--- src/sv/ndt_pkg.sv ---
`default_nettype none

package ndt_pkg;

  localparam int UUID_W      = 64;
  localparam int ADDR_W      = 48;
  localparam int RND_W       = 16;
  localparam int BASE_W      = 16;
  localparam int PERIOD_W    = 32;
  localparam int DELAY_W     = 33;
  localparam int ID_W        = 6;
  localparam int NCNT_W      = 7;
  localparam int DIV_STEPS   = RND_W;
  localparam int DIV_CNT_W   = $clog2(DIV_STEPS + 1);
  localparam int IN_TDATA_W  = 192;
  localparam int OUT_TDATA_W = 56;
  localparam int PADDR_W     = 3;
  localparam int PDATA_W     = 32;

  localparam logic [BASE_W-1:0]   BASE_RESET   = 16'd10;
  localparam logic [PERIOD_W-1:0] PERIOD_RESET = 32'd10;

  typedef enum logic [1:0] {
    OP_START    = 2'd0,
    OP_TICK     = 2'd1,
    OP_ANNOUNCE = 2'd2,
    OP_REMOVE   = 2'd3
  } op_e;

  typedef enum logic [2:0] {
    ST_IDLE,
    ST_SEARCH,
    ST_SHIFT,
    ST_DIV,
    ST_FINISH
  } state_e;

  typedef struct packed {
    logic [ID_W-1:0]   id;
    logic [ADDR_W-1:0] link_addr;
    logic [UUID_W-1:0] uuid_high;
    logic [UUID_W-1:0] uuid_low;
  } row_t;

  // first field in the highest bits
  typedef struct packed {
    logic [NCNT_W-1:0]  neighbor_count;
    logic               removed;
    logic               table_full;
    logic [ID_W-1:0]    new_id;
    logic               is_new;
    logic [DELAY_W-1:0] delay_seconds;
    logic               set_timer;
    logic               send_announce;
  } res_t;

  typedef struct packed {
    logic load_item;
    logic scan;
    logic shift;
    logic start_shift;
    logic set_found;
    logic div_start;
    logic div_step;
    logic finish;
  } cmd_t;

  typedef struct packed {
    op_e  op;
    logic match;
    logic scan_done;
    logic div_done;
    logic out_free;
  } sts_t;

endpackage

`default_nettype wire

--- src/sv/ndt_ctrl.sv ---
`default_nettype none

module ndt_ctrl import ndt_pkg::*; (
  input  wire logic clk_i,
  input  wire logic rst_ni,
  input  wire logic in_valid_i,
  input  wire op_e  in_op_i,
  output logic      in_ready_o,
  input  wire sts_t sts_i,
  output cmd_t      cmd_o
);

  state_e state_q, state_d;

  always_ff @(posedge clk_i or negedge rst_ni) begin
    if (!rst_ni) begin
      state_q <= ST_IDLE;
    end else begin
      state_q <= state_d;
    end
  end

  always_comb begin
    state_d = state_q;
    case (state_q)
      ST_IDLE: begin
        if (in_valid_i) begin
          if (in_op_i inside {OP_START, OP_TICK}) begin
            state_d = ST_FINISH;
          end else begin
            state_d = ST_SEARCH;
          end
        end
      end
      ST_SEARCH: begin
        if (sts_i.match) begin
          state_d = (sts_i.op == OP_REMOVE) ? ST_SHIFT : ST_FINISH;
        end else if (sts_i.scan_done) begin
          state_d = (sts_i.op == OP_ANNOUNCE) ? ST_DIV : ST_FINISH;
        end
      end
      ST_SHIFT: begin
        if (sts_i.scan_done) begin
          state_d = ST_FINISH;
        end
      end
      ST_DIV: begin
        if (sts_i.div_done) begin
          state_d = ST_FINISH;
        end
      end
      ST_FINISH: begin
        if (sts_i.out_free) begin
          state_d = ST_IDLE;
        end
      end
      default: state_d = ST_IDLE;
    endcase
  end

  always_comb begin
    cmd_o      = '0;
    in_ready_o = 1'b0;
    case (state_q)
      ST_IDLE: begin
        in_ready_o      = 1'b1;
        cmd_o.load_item = in_valid_i;
      end
      ST_SEARCH: begin
        cmd_o.scan = 1'b1;
        if (sts_i.match) begin
          cmd_o.set_found   = 1'b1;
          cmd_o.start_shift = (sts_i.op == OP_REMOVE);
        end else if (sts_i.scan_done) begin
          cmd_o.div_start = (sts_i.op == OP_ANNOUNCE);
        end
      end
      ST_SHIFT: begin
        cmd_o.scan  = 1'b1;
        cmd_o.shift = 1'b1;
      end
      ST_DIV: begin
        cmd_o.div_step = 1'b1;
      end
      ST_FINISH: begin
        cmd_o.finish = sts_i.out_free;
      end
      default: ;
    endcase
  end

endmodule

`default_nettype wire

--- config.mk ---
export PLATFORM = sky130hd
export DESIGN_NAME = ndt_ctrl
export DESIGN_NICKNAME = d
export VERILOG_FILES = /design/src/sv/ndt_pkg.sv /design/src/sv/ndt_ctrl.sv
export SDC_FILE = /design/constraint.sdc
export NUM_CORES = 1
export LEC_CHECK = 0
export BUFFER_PORTS_ARGS = -buffer_cell sky130_fd_sc_hd__buf_2
export CAP_MARGIN = 25
export CORE_AREA = 2 2 39 41
export DETAILED_ROUTE_END_ITERATION = 6
export DIE_AREA = 0 0 41 43
export SYNTH_ARGS = -nofsm -noshare
export SYNTH_HDL_FRONTEND = slang
export SYNTH_SLANG_ARGS = --single-unit
--- constraint.sdc ---
create_clock -name clk_i -period 2.8 [get_ports clk_i]
set_input_delay 0.7 -clock clk_i [delete_from_list [all_inputs] [get_ports clk_i]]
set_output_delay 0.7 -clock clk_i [all_outputs]
set_load 0.03 [all_outputs]
==> reports/results.ini <==
[clock_tree]
cts_tree=yes
htreeDepth=1
cts_hold_buf=0
clk_path_buf_depth=2
cts_buffers=3
cts_resized=0
cts_sinks=3
post_cts_buffers=0
root_buffer=clkbuf_4
clk_latency_ns=0.24
clk_pin_slew_worst_paths_ns=0.04

[global_routing]
track_usage_pct=9.87
grt_max_degree=12
antenna_found_initial=0
grt_pass1_wl_mm=1.17
grt_pass1_vias=286
overflow=0

[timing]
hold_viol=0
max_slew_margin_pct=74.8
rsz0062_at_grt=no
finalCriticalPeriod_ns=2.52
setup_slack_ns=0.284
drv_slew=0
finalSetupTns_ns=0
tightest_slew_ns=0.379
finalCritPeriodShare_pct=89.9
skew_ns=0.00246
setup_viol_count_final=0
max_clock_freq_ghz=0.397

[placed_design]
gp_congestion=0.739
dp_hpwl_um=607
numPortBuffers=18
pre_cts_slack_ns=0.444

[finish]
multi_input_area_um2=226
antenna_cells=0
largest_reg_flops=3
area.growth.synth_to_final_pct=42.9
layout-drive-gt1-share_pct=46.3
top_regs=state_q x3
regArea_um2=75.1
regMostFlops=state_q
finish.utilization_pct=31.6
nets=66
n_fill_cell=156

[logic_synthesis]
yosysTopAreaCell=dfrtp_1
synth_seq_area_share_pct=24.5
synth_seq_cells=3
synthTopCellsByCount=nor2_1, dfrtp_1
synthFlopType=dfrtp_1
syn_area_um2=307
yosysTopAreaCellShare_pct=24.5
synth.area.top_cells=dfrtp_1, o311ai_4, mux2_1
yosysMostFrequentCell=nor2_1
synthArstFlopShare_pct=100
synthCells=33
synth_edf_count=0
synthDistinctLibCells=23
syn_avg_cell_area_um2=9.29
synth.yosys.warnings=0
syn_nets=44

[status]
status=finished, final reports clean

[floorplan]
core-area_mm2=0.00138
start_util_pct=22.2
io_pins=20
die_h_um=43
num_rows=14
dieArea_mm2=0.00176
die_w_um=41

[routing]
wl_um=781
drt_first_pass_iters=4
wl_per_cell_um=11.2
avgViaCountPerCell=4.61
drtIter0Drc=11
via_count=323
drtAntennaViolNets=0
drc=0

[power]
p_leak_nw=0.223
irDropWorstVdd_v=0.000388
cellPowerDensity_mw_per_mm2=946

[critical_path]
critical_path_required_ns=2.10
critPathArrivalTime_ns=1.82
cp_max_fo=9
timing.rr.start=state_q[1]
cp-end-kind=output pin
worst-r2r-cell-count=4
critPathKind=flip-flop to output pin
r2r_end=state_q[1]
crit_start=state_q[1]
r2r_slack_ns=1.14
cp-start-kind=flip-flop

[run]
drv_cap=0

[min_path]
min_path_type=input pin to async pin

worst max-delay path by stage:
stage          endpoint  slack, ns  cells after the start
6_report       cmd_o[2]       0.28                      4
5_1_grt        cmd_o[2]       0.19                      4
4_1_cts        cmd_o[2]       0.27                      4
3_5_place_dp   cmd_o[2]       0.44                      4
3_3_place_gp   cmd_o[2]       0.45                      4
2_1_floorplan  cmd_o[7]       0.34                      3
power by group:
part           total (mW)  switching, mW  internal (mW)
Clock              0.0783         0.0248         0.0536
Sequential         0.0996         0.0409         0.0588
Combinational       0.236          0.140         0.0961
Total               0.414          0.206          0.208
critical path: stages, from the launching register on:
cell	delay, ns
dfrtp_1	0.45
nand2b_2	0.25
or3b_4	0.41
nor4b_2	0.24
buf_2	0.23
layer usage:
layer / GRT usage [%] / up-vias / share of wire, %
li1: - / 167 / -
met1: 14.3 / 138 / 49
met2: 12.2 / 16 / 40
met3: 1.57 / 2 / 7.8
met4: 8.00 / 0 / 2.7
met5: 0 / - / 0
through the flow:
step	hold slack (ns)	instances	instance area (um2)	power, mW
finish	0.248	70	438	0.414
global route	0.237	70	438	0.453
CTS	0.241	70	438	0.420
detailed placement	0.496	66	412	0.338
global placement	0.495	66	412	0.335
floorplan	0.404	33	307	0.280
area by class of cell:
cell class	count	share of cell area [%]
Tap cell	16	4.57
Timing Repair Buffer	18	20.6
Sequential cell	3	17.1
Multi-Input combinational cell	29	51.7
Clock buffer	4	6.00
cells by family (layout without fill, tap and decap cells):
| group | Yosys count | in the layout | share of synthesized area, % |
|---|---|---|---|
| buffers and inverters | 1 | 22 | 1.63 |
| and+or+nand+nor | 19 | 19 | 41.2 |
| DFF | 3 | 3 | 24.5 |
| xor gates and xnor gates | 1 | 1 | 2.86 |
| muxes | 2 | 2 | 7.35 |
| AOI/OAI and AO/OA | 7 | 7 | 22.5 |
cell usage in the layout (no fill, tap or decap), drive strengths merged:
master / instances
a21oi: 1
nand2b: 2
dfrtp: 3
or3b: 1
nand3b: 1
nor4b: 1
o21bai: 1
and3b: 2
o21a: 1
o311ai: 1
nor3: 2
nor3b: 2
and2: 1
mux2: 2
buf: 18
clkbuf: 4
and3: 1
nor2: 4
o21ai: 1
o31ai: 1
xor2: 1
a221o: 1
nand2: 2
No activity file was read; power rests on OpenSTA's default activity.
